--- src/pga_pkg.sv ---
// Package for the premultiplied gamma adjust block: operation codes, the
// queued item type and shared constants. Depends on nothing.
package pga_pkg;

  typedef enum logic [2:0] {
    OP_PIXEL    = 3'd0,
    OP_WR_BLUE  = 3'd1,
    OP_WR_GREEN = 3'd2,
    OP_WR_RED   = 3'd3,
    OP_WR_RECIP = 3'd4
  } op_t;

  localparam int unsigned TABLE_DEPTH = 256;
  localparam int unsigned NUM_CHAN    = 3;
  localparam logic [7:0]  BYTE_MAX    = 8'hff;
  localparam logic [7:0]  ALPHA_OPAQUE = 8'hff;

  // One classified request as it travels from the front end to the back end.
  typedef struct packed {
    op_t         op;
    logic [7:0]  index;
    logic [15:0] data;
    logic [31:0] pixel;
    logic        last;
    logic        opaque;
    logic        zero;
  } item_t;

  function automatic op_t gamma_op(input logic [1:0] chan);
    op_t op;
    case (chan)
      2'd0:    op = OP_WR_BLUE;
      2'd1:    op = OP_WR_GREEN;
      2'd2:    op = OP_WR_RED;
      default: op = OP_PIXEL;
    endcase
    return op;
  endfunction

endpackage

--- src/pga_if.sv ---
// Request and result channel interfaces of the premultiplied gamma adjust
// block. Valid/ready handshake; no dependencies beyond the logic types.
interface pga_req_if;
  logic        valid;
  logic        ready;
  logic [2:0]  command;
  logic [7:0]  table_index;
  logic [15:0] table_data;
  logic [31:0] pixel;
  logic        last;

  modport source(output valid, command, table_index, table_data, pixel, last,
                 input ready);
  modport sink(input valid, command, table_index, table_data, pixel, last,
               output ready);
endinterface


--- src/pga_front.sv ---
// Front end: registers each request, drops unused commands and classifies
// pixels as opaque or all zero. Uses pga_pkg and pga_req_if.
module pga_front
  import pga_pkg::*;
(
  input  logic       clk,
  input  logic       rst,
  pga_req_if.sink    req,
  output logic       push_valid,
  input  logic       push_ready,
  output item_t      push_item
);

  logic  held;
  logic  held_next;
  item_t item;
  logic  take;

  assign req.ready  = !held || push_ready;
  assign take       = req.valid && req.ready;
  assign push_valid = held;
  assign push_item  = item;

  always_comb begin
    held_next = held;
    if (take) begin
      held_next = (req.command <= OP_WR_RECIP);
    end else if (push_ready) begin
      held_next = 1'b0;
    end
  end

  always_ff @(posedge clk) begin
    if (rst) begin
      held <= 1'b0;
    end else begin
      held <= held_next;
    end
  end

  always_ff @(posedge clk) begin
    if (take) begin
      item.op     <= op_t'(req.command);
      item.index  <= req.table_index;
      item.data   <= req.table_data;
      item.pixel  <= req.pixel;
      item.last   <= req.last;
      item.opaque <= (req.pixel[31:24] == ALPHA_OPAQUE);
      item.zero   <= (req.pixel == 32'd0);
    end
  end

endmodule

--- src/flat_wrapper.sv ---
// flat-port wrapper written by rule: the top's interface ports become plain ports
module pga_front_flat import pga_pkg::*;
  (clk, rst, push_valid, push_ready, push_item, req_valid, req_command, req_table_index, req_table_data, req_pixel, req_last, req_ready);
  pga_req_if req_i ();
  input  logic clk;
  input  logic rst;
  output logic push_valid;
  input  logic push_ready;
  output item_t push_item;
  input wire logic [$bits(req_i.valid)-1:0] req_valid;
  input wire logic [$bits(req_i.command)-1:0] req_command;
  input wire logic [$bits(req_i.table_index)-1:0] req_table_index;
  input wire logic [$bits(req_i.table_data)-1:0] req_table_data;
  input wire logic [$bits(req_i.pixel)-1:0] req_pixel;
  input wire logic [$bits(req_i.last)-1:0] req_last;
  output wire logic [$bits(req_i.ready)-1:0] req_ready;
  assign req_i.valid = req_valid;
  assign req_i.command = req_command;
  assign req_i.table_index = req_table_index;
  assign req_i.table_data = req_table_data;
  assign req_i.pixel = req_pixel;
  assign req_i.last = req_last;
  assign req_ready = req_i.ready;
  pga_front u_core (.clk(clk), .rst(rst), .req(req_i), .push_valid(push_valid), .push_ready(push_ready), .push_item(push_item));
endmodule
--- config.mk ---
export PLATFORM = sky130hd
export DESIGN_NAME = pga_front_flat
export DESIGN_NICKNAME = d
export VERILOG_FILES = /design/src/pga_pkg.sv /design/src/pga_if.sv /design/src/pga_front.sv /design/src/flat_wrapper.sv
export SDC_FILE = /design/constraint.sdc
export NUM_CORES = 1
export LEC_CHECK = 0
export BUFFER_PORTS_ARGS = -buffer_cell sky130_fd_sc_hd__buf_2
export CAP_MARGIN = 10
export CORE_MARGIN = 4
export CORE_UTILIZATION = 41
export CTS_CLUSTER_DIAMETER = 120
export DETAILED_ROUTE_END_ITERATION = 10
export PLACE_DENSITY_LB_ADDON = 0.3
export REMOVE_ABC_BUFFERS = 1
export SETUP_SLACK_MARGIN = 0.5
export SLEW_MARGIN = 15
export SYNTH_ARGS = -nofsm -noshare
export SYNTH_HDL_FRONTEND = slang
export SYNTH_SLANG_ARGS = --single-unit
--- constraint.sdc ---
create_clock -name clk -period 3.1 [get_ports clk]
set_input_delay 0.62 -clock clk [delete_from_list [all_inputs] [get_ports clk]]
set_output_delay 0.62 -clock clk [all_outputs]
set_load 0.1 [all_outputs]
==> reports/results.ini <==
[global_route]
grtUsageTotal_pct=15.42
antenna_found_initial=0
grt_max_degree=25
grt_pass1_wl_microns=6893
grt_overflow=0
grt_pass1_vias=1410

[yosys]
synth_flop_cell=edfxtp_1
synth_top_family_by_area=simple AND/OR/NAND/NOR gates
synth_compound_area_share_pct=0.4950
synth_cell_types=11
synth_seq_area_share_pct=93.07
ys_ff_latch=63
synth-adder-area-share_pct=0
synth_xor_area_share_pct=0
synthSimpleGateAreaFrac_pct=6.436
ys_top_cells_by_area=edfxtp_1 (92%), nor4_2 (3.1%), nand4_1 (1.2%)
syn_area_per_cell_sq_um=24.66
postSynthCellCount=82
synth.cell_area_sq_mm=0.002022
yosysTopAreaCellShare_pct=92.08
yosys_warnings=0
synth.most_common_cell=edfxtp_1
synth.top_cells.by_count=edfxtp_1 (62), nor4_2 (5), nand4_1 (4)
synth_edf_count=62
synth.area.mux_share_pct=0
async_flop_share_pct=0
yosys.area.top_type=edfxtp_1

[worst_setup_path]
timing.rr.end=u_core.push_item[58]$_DFFE_PP_
start_kind=primary input
crit_arrival_ns=1.25
path_max_fanout=3
cp-end-kind=output port
reg2reg_slack_ns=1.46
reg2reg_from=u_core.push_valid$_SDFFE_PP0P_
reg2reg_depth=3
cp.required_ns=2.48
path_class=primary input to output port

[cells_and_area]
multi_input_comb_area_sq_um=141.4
fillers=398
regArea_sq_mm=0.001882
diodes=0
fin_area_sq_mm=0.002967
area_growth_syn_to_layout_pct=46.72
fin_cells=294
finalNetCount=286
layout-drive-gt1-share_pct=66.08

[drt]
finalWirelength_microns=4555
ant_nets=0
wire_per_inst_microns=15.49
drcViolationCount=0
viasPerCell=4.425
via_count=1301
drt_pass1_iterations=4
drt_iter0_markers=67

[sta]
finalSetupViolCount=0
final.period_utilization_pct=60.33
fin_skew_ns=0.007130
hold_violations=0
finalSetupTns_ns=0
fmax_ghz=0.5347
final.min_clock_period_ns=1.870
drv_slew=0
hold_slack_ns=0.4472
rsz0062_at_grt=false
tightest_slew_ns=0.5406
slew_headroom_pct=63.96

[clock_network]
post_cts_buffers=0
insertion_delay_ns=0.32
cts_hold_buf=0
cts_max_path_buffers=2
tritoncts=done
numCtsBuffers=9
clockRootBuffer=clkbuf_8
clock_sink_count=63
cts-resized-gates=0
cts-htree-levels=3
path_clk_slew_ns=0.07

[hold_path]
holdPathEnd=u_core.push_valid$_SDFFE_PP0P_
min_path_cells=2
worstHoldStart=rst
hold_class=primary input to flip-flop

[power]
power_density_mw_per_mm2=743.4
leakagePower_nw=1.248
vdd_drop_max_mv=0.4242
power.total_mw=2.205

[die]
boundaryPins=128
placementRows=25
core_area_sq_mm=0.004755
fp.dieH_microns=78.23
initial_core_util_pct=42.53
die_area_sq_mm=0.006119
die_w_microns=78.23

[job]
cap_violations=0

[place]
dp_cells=278
dp_hpwl_microns=3507
place_congestion=0.7664
io_buffers=127
dpl_cell_area_sq_mm=0.002758

[status]
run_status=finished clean

==> cells in the final DEF, fill, tap and decap left out, drive strengths merged <==
cell type / n
a21oi: 1
and2: 1
buf: 129
bufinv: 1
clkbuf: 13
clkinv: 2
dfxtp: 1
edfxtp: 62
nand2: 1
nand2b: 1
nand4: 4
nor2: 2
nor4: 8
o21ai: 1
==> state kept, by name, indices dropped and copies added (netlist names) <==
name and cells:
u_core.push_item 62, u_core.push_valid 1
==> worst max-delay path: stages <==
cell and delay (ns):
buf_2 0.07, nand2b_1 0.12, buf_2 0.43
==> how the worst max path moves through the flow <==
stage                                         startpoint                              to  depth (start not counted)
after floorplan           u_core.push_valid$_SDFFE_PP0P_   u_core.push_item[0]$_DFFE_PP_                          2
after global placement                        push_ready  u_core.push_item[53]$_DFFE_PP_                          4
after detailed placement                      push_ready  u_core.push_item[51]$_DFFE_PP_                          4
after CTS                                     push_ready                       req_ready                          3
after global routing                          push_ready                       req_ready                          3
final                                         push_ready                       req_ready                          3
==> where the power goes <==
part | switching (mW) | internal (mW)
clock | 0.285 | 0.435
sequential | 0.0108 | 0.995
combinational | 0.415 | 0.0646
==> layer usage <==
| metal | track usage, % | vias to the layer above | share of wire [%] |
|---|---|---|---|
| met3 | 4.472 | 11 | 6.6 |
| met1 | 16.32 | 607 | 36 |
| met2 | 26.80 | 59 | 55 |
| met4 | 9.790 | 0 | 2.6 |
| li1 | - | 624 | - |
| met5 | 0 | - | 0 |
==> cells by family (layout without fill, tap and decap cells) <==
| logic type | Yosys count | count (layout) |
|---|---|---|
| AOI/OAI and AO/OA | 2 | 2 |
| DFF | 63 | 63 |
| and+or+nand+nor | 17 | 17 |
| buffers and inverters | 0 | 145 |
==> cell type report <==
class	instances	share of cell area, %
Clock buffer	13	5.694
Clock inverter	3	1.350
Multi-Input combinational cell	19	4.766
Sequential cell	63	63.43
Tap cell	67	2.826
Timing Repair Buffer	129	21.93
==> stage by stage <==
step	setup WS, ns	utilization (%)
after floorplan	-0.4711	-
after global placement	1.073	58.00
after detailed placement	1.019	58.00
after CTS	1.234	62.39
after global routing	1.203	62.39
final	1.230	62.39
Power figures use the tool's default switching activity.
