<file path="src/pga_pkg.sv">
// Package for the premultiplied gamma adjust block: operation codes, the
// queued item type and shared constants. Depends on nothing.
package pga_pkg;

  typedef enum logic [2:0] {
    OP_PIXEL    = 3'd0,
    OP_WR_BLUE  = 3'd1,
    OP_WR_GREEN = 3'd2,
    OP_WR_RED   = 3'd3,
    OP_WR_RECIP = 3'd4
  } op_t;

  localparam int unsigned TABLE_DEPTH = 256;
  localparam int unsigned NUM_CHAN    = 3;
  localparam logic [7:0]  BYTE_MAX    = 8'hff;
  localparam logic [7:0]  ALPHA_OPAQUE = 8'hff;

  // One classified request as it travels from the front end to the back end.
  typedef struct packed {
    op_t         op;
    logic [7:0]  index;
    logic [15:0] data;
    logic [31:0] pixel;
    logic        last;
    logic        opaque;
    logic        zero;
  } item_t;

  function automatic op_t gamma_op(input logic [1:0] chan);
    op_t op;
    case (chan)
      2'd0:    op = OP_WR_BLUE;
      2'd1:    op = OP_WR_GREEN;
      2'd2:    op = OP_WR_RED;
      default: op = OP_PIXEL;
    endcase
    return op;
  endfunction

endpackage

</file>
<file path="src/pga_fifo.sv">
// Two-entry queue between the front end and the back end.
// Uses pga_pkg for the item type.
module pga_fifo
  import pga_pkg::*;
(
  input  logic  clk,
  input  logic  rst,
  input  logic  push_valid,
  output logic  push_ready,
  input  item_t push_item,
  output logic  pop_valid,
  input  logic  pop_ready,
  output item_t pop_item
);

  item_t       slot [2];
  logic        wr_ptr;
  logic        rd_ptr;
  logic [1:0]  count;
  logic        push;
  logic        pop;

  assign push_ready = (count != 2'd2);
  assign pop_valid  = (count != 2'd0);
  assign push       = push_valid && push_ready;
  assign pop        = pop_valid && pop_ready;
  assign pop_item   = slot[rd_ptr];

  always_ff @(posedge clk) begin
    if (rst) begin
      wr_ptr <= 1'b0;
      rd_ptr <= 1'b0;
      count  <= 2'd0;
    end else begin
      if (push) begin
        wr_ptr <= !wr_ptr;
      end
      if (pop) begin
        rd_ptr <= !rd_ptr;
      end
      case ({push, pop})
        2'b10:   count <= count + 2'd1;
        2'b01:   count <= count - 2'd1;
        default: count <= count;
      endcase
    end
  end

  always_ff @(posedge clk) begin
    if (push) begin
      slot[wr_ptr] <= push_item;
    end
  end

endmodule

</file>
<file path="config.mk">
export PLATFORM = sky130hd
export DESIGN_NAME = pga_fifo
export DESIGN_NICKNAME = d
export VERILOG_FILES = /design/src/pga_pkg.sv /design/src/pga_fifo.sv
export SDC_FILE = /design/constraint.sdc
export NUM_CORES = 1
export LEC_CHECK = 0
export BUFFER_PORTS_ARGS = -buffer_cell sky130_fd_sc_hd__buf_2
export CAP_MARGIN = 20
export CORE_MARGIN = 8
export CORE_UTILIZATION = 54
export CTS_BUF_LIST = sky130_fd_sc_hd__clkbuf_8
export DETAILED_ROUTE_END_ITERATION = 8
export PLACE_DENSITY = 0.93
export SLEW_MARGIN = 0
export SYNTH_ARGS = -nofsm -noshare
export SYNTH_HDL_FRONTEND = slang
export SYNTH_SLANG_ARGS = --single-unit
</file>
<file path="constraint.sdc">
create_clock -name clk -period 3.1 [get_ports clk]
set_input_delay 0.155 -clock clk [delete_from_list [all_inputs] [get_ports clk]]
set_output_delay 0.155 -clock clk [all_outputs]
set_load 0.01 [all_outputs]
</file>
==> impl_metrics.py, run 1 <==
metrics = {
    "run_status": {
        "status": "complete, no violations",
    },
    "finish": {
        "area_growth_pct": 39.9,
        "drive_gt1_share_pct": 52.5,
        "finalInstanceArea_sq_um": 6550,
        "nets": 491,
        "final_cell_mix": "buf_2, edfxtp_1, dlygate4sd3_1, mux2_2, clkbuf_8",
        "fill_cells": 480,
        "final_common_cell": "buf_2",
        "utilization_pct": 76.6,
    },
    "clock_tree": {
        "postCtsHoldBufs": 63,
        "cts_resized": 0,
        "ctsRootBufferMaster": "clkbuf_8",
        "cts_sinks": 129,
        "cts_setup_buffers": 0,
        "cts_tree": "done",
        "clkTransAtPathRegs_ns": 0.07,
        "clock_path_buffers": 2,
        "cts_buffers": 17,
        "htree_levels": 4,
        "clock_latency_ns": 0.40,
    },
    "route": {
        "vias": 2697,
        "routedWlPerCell_um": 17.5,
        "viasPerCell": 4.94,
        "drt_first_pass_iters": 5,
        "routed_wl_um": 9550,
        "drc_errors": 0,
        "first_iter_violations": 87,
        "antenna_left": 0,
    },
    "logic_synthesis": {
        "syn-num-nets": 284,
        "synth.distinct_cells": 19,
        "synth_xor_area_share_pct": 0.561,
        "synth_edf_count": 124,
        "synthTopCellsByArea": "edfxtp_1, mux2_2, dfxtp_1",
        "ys_seq_elements": 129,
        "synthCells": 217,
        "yosysWarnings": 0,
        "synth_ff_type": "edfxtp_1",
        "synth_compound_area_share_pct": 0.695,
        "muxShareOfSynthArea_pct": 14.9,
        "synth_top_cell_by_area": "edfxtp_1",
        "async_flop_share_pct": 0,
        "yosys.area_share.simple_pct": 1.02,
        "synth_top_family_by_area": "multiplexers",
        "netlist.area_leader.share_pct": 79.6,
        "synth_seq_area_share_pct": 81.7,
        "avgSynthCellArea_sq_um": 21.6,
        "synth_fa_ha_area_share_pct": 0.267,
        "synth.cell_area_sq_um": 4680,
    },
    "sta": {
        "finalCriticalPeriod_ns": 2.20,
        "worst_pin_slew_ns": 0.734,
        "fin_ws_ns": 0.900,
        "slew_headroom_pct": 51.0,
        "drv_slew": 0,
        "fmax_mhz": 455,
        "worst_hold_slack_ns": 0.0861,
        "setup_viol": 0,
        "post-route-period-util_pct": 71.0,
        "final-hold-violation-count": 0,
        "fin_skew_ns": 0.0101,
        "setup_tns_ns": 0,
        "rsz0062_at_grt": "false",
    },
    "floorplanning": {
        "core_sq_um": 8550,
        "rows": 34,
        "ioPinCount": 130,
        "die-area_sq_um": 11900,
        "floorplan.initialDensity_pct": 54.7,
        "die_y_um": 109,
        "dieWidth_um": 109,
    },
    "worst_setup_path": {
        "worstPathCellList": "buf_12 > mux2_2 > buf_2",
        "crit_fanout": 32,
        "timing.rr.end": "slot[1][42]",
        "r2r_setup_slack_ns": 1.13,
        "end_kind": "output pin",
        "worst-r2r-cell-count": 3,
        "critPathArrivalTime_ns": 2.05,
        "critPathLaunchType": "register",
        "max_stage_delay_ns": 0.81,
        "cp_slowest_cell": "dfxtp_2",
        "path_class": "reg -> out",
        "r2r_start": "count[0]",
        "worstPathRequired_ns": 2.94,
    },
    "worst_hold_path": {
        "whs_path_depth": 3,
        "min_path_type": "in -> reg",
        "hold_start": "push_valid",
        "whs_endpoint": "wr_ptr",
    },
    "pwr": {
        "ir_worst_vdd_v": 0.000545,
        "p_leak_nw": 2.49,
        "cellPowerDensity_nw_per_um2": 778,
    },
    "global_routing": {
        "grtUsageTotal_pct": 16.2,
        "grt-ovfl-total": 0,
        "grt_max_degree": 38,
        "antenna_found_initial": 2,
        "grt_pass1_vias": 3022,
        "grt_pass1_wl_um": 14400,
    },
    "placement": {
        "portBuffers": 129,
        "place_ws_ns": 1.15,
        "post_dp_cell_area_sq_um": 5490,
        "gp_congestion": 0.707,
        "dp_hpwl_um": 5940,
    },
    "job": {
        "max-cap-violations": 0,
    },
}
==> per-stage QoR <==
stage / std cells / power [mW]
final: 546 / 5.10
after global placement: 450 / 3.54
after floorplan: 217 / 3.09
after CTS: 544 / 5.15
after global routing: 546 / 5.32
after detailed placement: 450 / 3.59
==> area by class of cell <==
type                       instances  area (sq um)  area share, %
tap                              108           135           2.06
antenna                            2          5.00         0.0765
clock buffer                      17           234           3.57
clock inverter                    14           189           2.89
multi-input combinational         80           818           12.5
inverter                           1          3.75         0.0573
sequential                       129          3820           58.4
timing repair buffer             195          1340           20.4
==> layer usage <==
| metal | global-route usage [%] | vias to the layer above | part of all wire, % |
|---|---|---|---|
| met4 | 6.55 | 0 | 1.3 |
| li1 | - | 1272 | - |
| met3 | 5.79 | 12 | 7.0 |
| met2 | 29.2 | 90 | 53 |
| met1 | 16.8 | 1323 | 38 |
| met5 | 0 | - | 0 |
==> critical path: cells and delay by family, from the launching register on <==
family | cells | cell delay [ns]
flip-flops | 1 | 0.81
multiplexers | 1 | 0.37
buffers and inverters | 2 | 0.44
==> flip-flops by register name, indices dropped and copies added, names as in the netlist, named ones only <==
register  count
count         2
slot        124
wr_ptr        1
rd_ptr        1
==> cells in the mapped netlist (2+ instances only) <==
cell type,instances
mux2_2,62
edfxtp_1,124
xnor2_1,2
nor2_1,3
a21oi_1,2
dfxtp_1,5
buf_2,7
==> where the power goes <==
group,total (mW),internal (mW),switching (mW)
Sequential,2.33,2.20,0.127
Clock,1.49,0.872,0.619
Combinational,1.28,0.653,0.623
==> how the worst max path moves through the flow <==
| stage | start | end |
|---|---|---|
| 5_1_grt | register | pop_item[40] |
| 6_report | register | pop_item[40] |
| 4_1_cts | register | pop_item[41] |
| 2_1_floorplan | count[0] | slot[1][0] |
| 3_5_place_dp | count[0] | slot[1][36] |
| 3_3_place_gp | count[0] | slot[1][31] |
==> cell families (layout without fill, tap and decap cells) <==
kind of cell / after synthesis / in the layout
compound gates: 5 / 5
xor+xnor: 3 / 3
fa+ha+maj: 1 / 1
buf+inv: 8 / 227
flops: 129 / 129
mux: 62 / 62
other cells: 0 / 2
simple gates: 9 / 9
(Power assumes the default switching activity.)
==> run 2, diff against run 1 <==
- clock period: 3.1 -> 2.2 ns (I/O delays scaled with it)
==> impl_metrics.py, run 2 (synthesized netlist as in run 1, its figures left out) <==
metrics = {
    "run_status": {
        "status": "complete, no violations",
    },
    "placement": {
        "post_dp_cell_area_sq_um": 5490,
        "portBuffers": 129,
        "placed_cells": 452,
        "dp_hpwl_um": 5990,
        "gp_congestion": 0.718,
    },
    "sta": {
        "setup_viol": 0,
        "post-route-period-util_pct": 82.6,
        "finalCriticalPeriod_ns": 1.82,
        "final-hold-violation-count": 0,
        "setup_tns_ns": 0,
        "fmax_mhz": 551,
        "rsz0062_at_grt": "false",
        "drv_slew": 0,
        "slew_headroom_pct": 67.3,
        "worst_pin_slew_ns": 0.491,
        "fin_skew_ns": 0.00862,
    },
    "finish": {
        "nets": 493,
        "reg_top3": "slot x124, count x2",
        "seqCellArea_sq_um": 3820,
        "drive_gt1_share_pct": 52.4,
        "utilization_pct": 76.9,
        "instances_no_fill": 547,
        "final_cell_mix": "buf_2, edfxtp_1, dlygate4sd3_1, mux2_2, clkbuf_8",
        "finalInstanceArea_sq_um": 6570,
        "area_growth_pct": 40.5,
        "largest_register_ffs": 124,
        "fill_cells": 492,
        "final_common_cell": "buf_2",
        "multi_input_area_sq_um": 818,
        "antennaDiodeCount": 0,
        "largest-register": "slot",
    },
    "worst_setup_path": {
        "cp_slowest_cell": "buf_4",
        "path_delay_family": "buffers and inverters",
        "worstPathCellList": "buf_4 > mux2_2 > buf_2",
        "critPathArrivalTime_ns": 1.71,
        "crit_fanout": 37,
        "worst-r2r-cell-count": 3,
        "worstPathRequired_ns": 2.09,
        "r2r_start": "count[0]",
        "cp_num_buf_inv": 2,
        "r2r_setup_slack_ns": 0.53,
        "timing.rr.end": "slot[1][60]",
        "critPathLaunchType": "register",
        "path_class": "reg -> out",
        "end_kind": "output pin",
        "max_stage_delay_ns": 0.41,
    },
    "clock_tree": {
        "ctsRootBufferMaster": "clkbuf_8",
        "cts_buffers": 17,
        "clock_latency_ns": 0.41,
        "cts_setup_buffers": 0,
        "htree_levels": 4,
        "clock_path_buffers": 2,
        "clkTransAtPathRegs_ns": 0.07,
        "cts_sinks": 129,
        "cts_tree": "done",
    },
    "worst_hold_path": {
        "whs_path_depth": 3,
        "min_path_type": "in -> reg",
        "hold_start": "push_valid",
        "whs_endpoint": "wr_ptr",
    },
    "global_routing": {
        "grt_pass1_vias": 2965,
        "grtUsageTotal_pct": 16.9,
        "busiest_layer": "met2",
        "grtUsageMet3_pct": 6.44,
        "met2_usage_pct": 29.7,
        "antenna_found_initial": 0,
        "grt_pass1_wl_um": 14800,
        "grt_max_degree": 57,
        "grt-ovfl-total": 0,
        "gr-usage-met1_pct": 18.0,
    },
    "pwr": {
        "ir_worst_vdd_v": 0.000828,
        "p_leak_nw": 2.50,
        "total_power_mw": 7.32,
        "cellPowerDensity_nw_per_um2": 1110,
    },
    "floorplanning": {
        "floorplan.initialDensity_pct": 54.7,
        "dieWidth_um": 109,
        "core_sq_um": 8550,
        "rows": 34,
        "die_y_um": 109,
        "die-area_sq_um": 11900,
        "ioPinCount": 130,
    },
    "route": {
        "drc_errors": 0,
        "vias": 2737,
        "antenna_left": 0,
        "routedWlPerCell_um": 18.2,
        "first_iter_violations": 102,
        "routed_wl_um": 9950,
        "viasPerCell": 5.00,
        "drt_first_pass_iters": 4,
    },
    "job": {
        "max-cap-violations": 0,
    },
}
## run 2: cell count changes in the layout (fill, tap and decap cells not counted)
cell       delta
buf_12        -1
clkinv_1      +2
inv_2         -1
diode_2       -2
buf_4         +3
bufinv_16     +1
clkinv_2      -1
## run 2: worst reg2reg max path: stages (launching register included)
cell	delay, ns
dfxtp_1	0.40
nand2b_1	0.25
and3_2	0.34
buf_12	0.32
## run 2: routing by layer
metal / share of wire, % / routed length, um / vias up
met5: 0 / 0 / -
met4: 2.2 / 222 / 0
met3: 7.5 / 749 / 22
met2: 53 / 5320 / 108
met1: 37 / 3660 / 1333
li1: - / - / 1274
## run 2: what timing repair did
| action | 4_1_cts | 5_1_grt |
|---|---|---|
| endpoints found under the setup margin | 0 | 0 |
| endpoints found under the hold margin | 129 | 0 |
| hold buffers | 63 | 0 |
| gates resized for setup | 0 | 0 |
## run 2: cell type report
type | instances | share of cell area, %
clock buffer | 17 | 3.56
clock inverter | 15 | 3.26
inverter | 1 | 0.114
multi-input combinational | 80 | 12.5
sequential | 129 | 58.2
tap | 108 | 2.06
timing repair buffer | 197 | 20.4
## run 2: metrics by stage
step | hold WS, ns | worst slack (ns)
floorplan | 0.179 | 0.161
global placement | 0.299 | 0.641
detailed placement | 0.303 | 0.596
CTS | 0.0233 | 0.340
global route | 0.0506 | 0.277
finish | 0.0612 | 0.384
## run 2: power breakdown
group	switching, mW	internal (mW)
sequential	0.0984	3.10
combinational	0.972	0.918
clock	0.883	1.35
## run 2: worst max path at each step
stage / from / to / slack, ns / depth (start not counted)
floorplan: count[0] / slot[0][0] / 0.16 / 3
global placement: count[0] / slot[1][27] / 0.64 / 3
detailed placement: count[0] / slot[1][29] / 0.60 / 3
CTS: register / pop_item[61] / 0.34 / 3
global route: register / pop_item[44] / 0.28 / 3
finish: register / pop_item[31] / 0.38 / 3
==> run 3, diff against run 2 <==
- clock period: 2.2 -> 1.75 ns (I/O delays scaled with it)
==> impl_metrics.py, run 3 (synthesized netlist as in run 1, its figures left out) <==
metrics = {
    "run_status": {
        "status": "complete, no violations",
    },
    "route": {
        "first_iter_violations": 122,
        "viasPerCell": 4.93,
        "drc_errors": 0,
        "routed_wl_um": 10100,
        "antenna_left": 0,
        "vias": 2704,
        "drt_first_pass_iters": 4,
        "routedWlPerCell_um": 18.5,
    },
    "finish": {
        "area_growth_pct": 42.4,
        "final_common_cell": "buf_2",
        "reg_top3": "slot x124, count x2",
        "fill_cells": 447,
        "final_cell_mix": "buf_2, edfxtp_1, dlygate4sd3_1, mux2_2, clkbuf_8",
        "utilization_pct": 77.9,
        "largest_register_ffs": 124,
        "nets": 493,
        "drive_gt1_share_pct": 52.8,
        "largest-register": "slot",
    },
    "floorplanning": {
        "floorplan.initialDensity_pct": 54.7,
        "core_sq_um": 8550,
        "rows": 34,
        "die-area_sq_um": 11900,
        "die_y_um": 109,
        "ioPinCount": 130,
        "dieWidth_um": 109,
    },
    "worst_setup_path": {
        "r2r_setup_slack_ns": 0.18,
        "crit_fanout": 31,
        "critPathArrivalTime_ns": 1.57,
        "worst-r2r-cell-count": 5,
        "r2r_start": "count[0]",
        "timing.rr.end": "count[1]",
        "path_class": "reg -> out",
        "end_kind": "output pin",
        "worstPathRequired_ns": 1.66,
        "critPathLaunchType": "register",
    },
    "placement": {
        "portBuffers": 129,
        "gp_congestion": 0.689,
        "place_ws_ns": 0.259,
        "dp_hpwl_um": 5600,
    },
    "global_routing": {
        "grt_pass1_vias": 3051,
        "gr-usage-met1_pct": 17.0,
        "grt_max_degree": 63,
        "busiest_layer": "met2",
        "antenna_found_initial": 1,
        "grtUsageMet3_pct": 6.32,
        "grt-ovfl-total": 0,
        "grtUsageTotal_pct": 16.8,
        "met2_usage_pct": 30.8,
        "grt_pass1_wl_um": 15000,
    },
    "clock_tree": {
        "htree_levels": 4,
        "cts_buffers": 17,
        "clkTransAtPathRegs_ns": 0.07,
        "cts_setup_buffers": 0,
        "clock_path_buffers": 2,
        "cts_tree": "done",
        "cts_sinks": 129,
        "ctsRootBufferMaster": "clkbuf_8",
        "clock_latency_ns": 0.41,
    },
    "sta": {
        "slew_headroom_pct": 77.2,
        "fin_ws_ns": 0.0952,
        "finalCriticalPeriod_ns": 1.65,
        "post-route-period-util_pct": 94.6,
        "fmax_mhz": 604,
        "worst_hold_slack_ns": 0.0336,
        "drv_slew": 0,
        "final-hold-violation-count": 0,
        "worst_pin_slew_ns": 0.342,
        "fin_skew_ns": 0.0107,
        "rsz0062_at_grt": "false",
        "setup_viol": 0,
    },
    "job": {
        "max-cap-violations": 0,
    },
    "pwr": {
        "clock_power_share_pct": 31.2,
        "sw_frac_of_total_pct": 26.7,
        "p_switching_mw": 2.54,
        "seq_power_share_pct": 42.5,
        "power_frac_comb_pct": 26.3,
        "ir_worst_vdd_v": 0.00106,
        "p_int_mw": 6.99,
        "cellPowerDensity_nw_per_um2": 1430,
        "p_leak_nw": 2.54,
    },
    "worst_hold_path": {
        "whs_endpoint": "wr_ptr",
        "hold_start": "push_valid",
        "min_path_type": "in -> reg",
        "whs_path_depth": 3,
    },
}
-- run 3: cell types whose count changed in the layout (fill, tap and decap cells not counted), sizes merged --
cell | before | now
buf | 134 | 133
bufinv | 5 | 6
clkbuf | 17 | 18
clkinv | 7 | 5
diode | 0 | 1
inv | 2 | 3
-- run 3: stage by stage --
stage / total power, mW / setup TNS [ns] / cell area, sq um / instances
6_report: 9.53 / 0 / 6660 / 548
4_1_cts: 9.47 / 0 / 6620 / 546
5_1_grt: 9.94 / 0 / 6660 / 548
2_1_floorplan: 5.50 / -12.99 / 4690 / 217
3_3_place_gp: 6.33 / 0 / 5520 / 451
3_5_place_dp: 6.40 / 0 / 5520 / 451
-- run 3: timing repair --
action | 4_1_cts | 5_1_grt
hold endpoints to repair | 129 | 0
gates resized for setup | 0 | 2
hold buffers | 63 | 0
endpoints found under the setup margin | 0 | 62
-- run 3: worst max-delay path: stages, from the launching register on --
cell and delay, ns:
dfxtp_4 0.39, clkbuf_16 0.24, mux2_2 0.36, buf_2 0.14
-- run 3: layer usage --
| layer | share of wire (%) | wire [um] |
|---|---|---|
| met1 | 38 | 3860 |
| met5 | 0 | 0 |
| met2 | 55 | 5550 |
| met4 | 1.3 | 133 |
| met3 | 5.8 | 592 |
-- run 3: worst max path at each step --
stage	depth (start not counted)	endpoint	slack, ns
6_report	3	pop_item[33]	0.1
5_1_grt	3	pop_item[33]	0.02
4_1_cts	3	pop_item[22]	0.02
3_5_place_dp	4	count[1]	0.26
3_3_place_gp	5	count[1]	0.34
2_1_floorplan	3	slot[0][0]	-0.18
-- run 3: power groups by stage --
stage	registers, mW	clock network, mW	logic [mW]
finish	4.05	2.98	2.51
global route	4.08	3.16	2.69
CTS	4.03	3.02	2.43
detailed placement	4.10	0	2.30
global placement	4.06	0	2.27
floorplan	4.06	0	1.44
-- run 3: layout make-up --
cell class	count	area [sq um]	area share (%)
Antenna cell	1	2.50	0.0376
Clock buffer	17	234	3.51
Clock inverter	15	239	3.59
Inverter	1	7.51	0.113
Multi-Input combinational cell	80	826	12.4
Sequential cell	129	3830	57.5
Tap cell	108	135	2.03
Timing Repair Buffer	197	1390	20.8
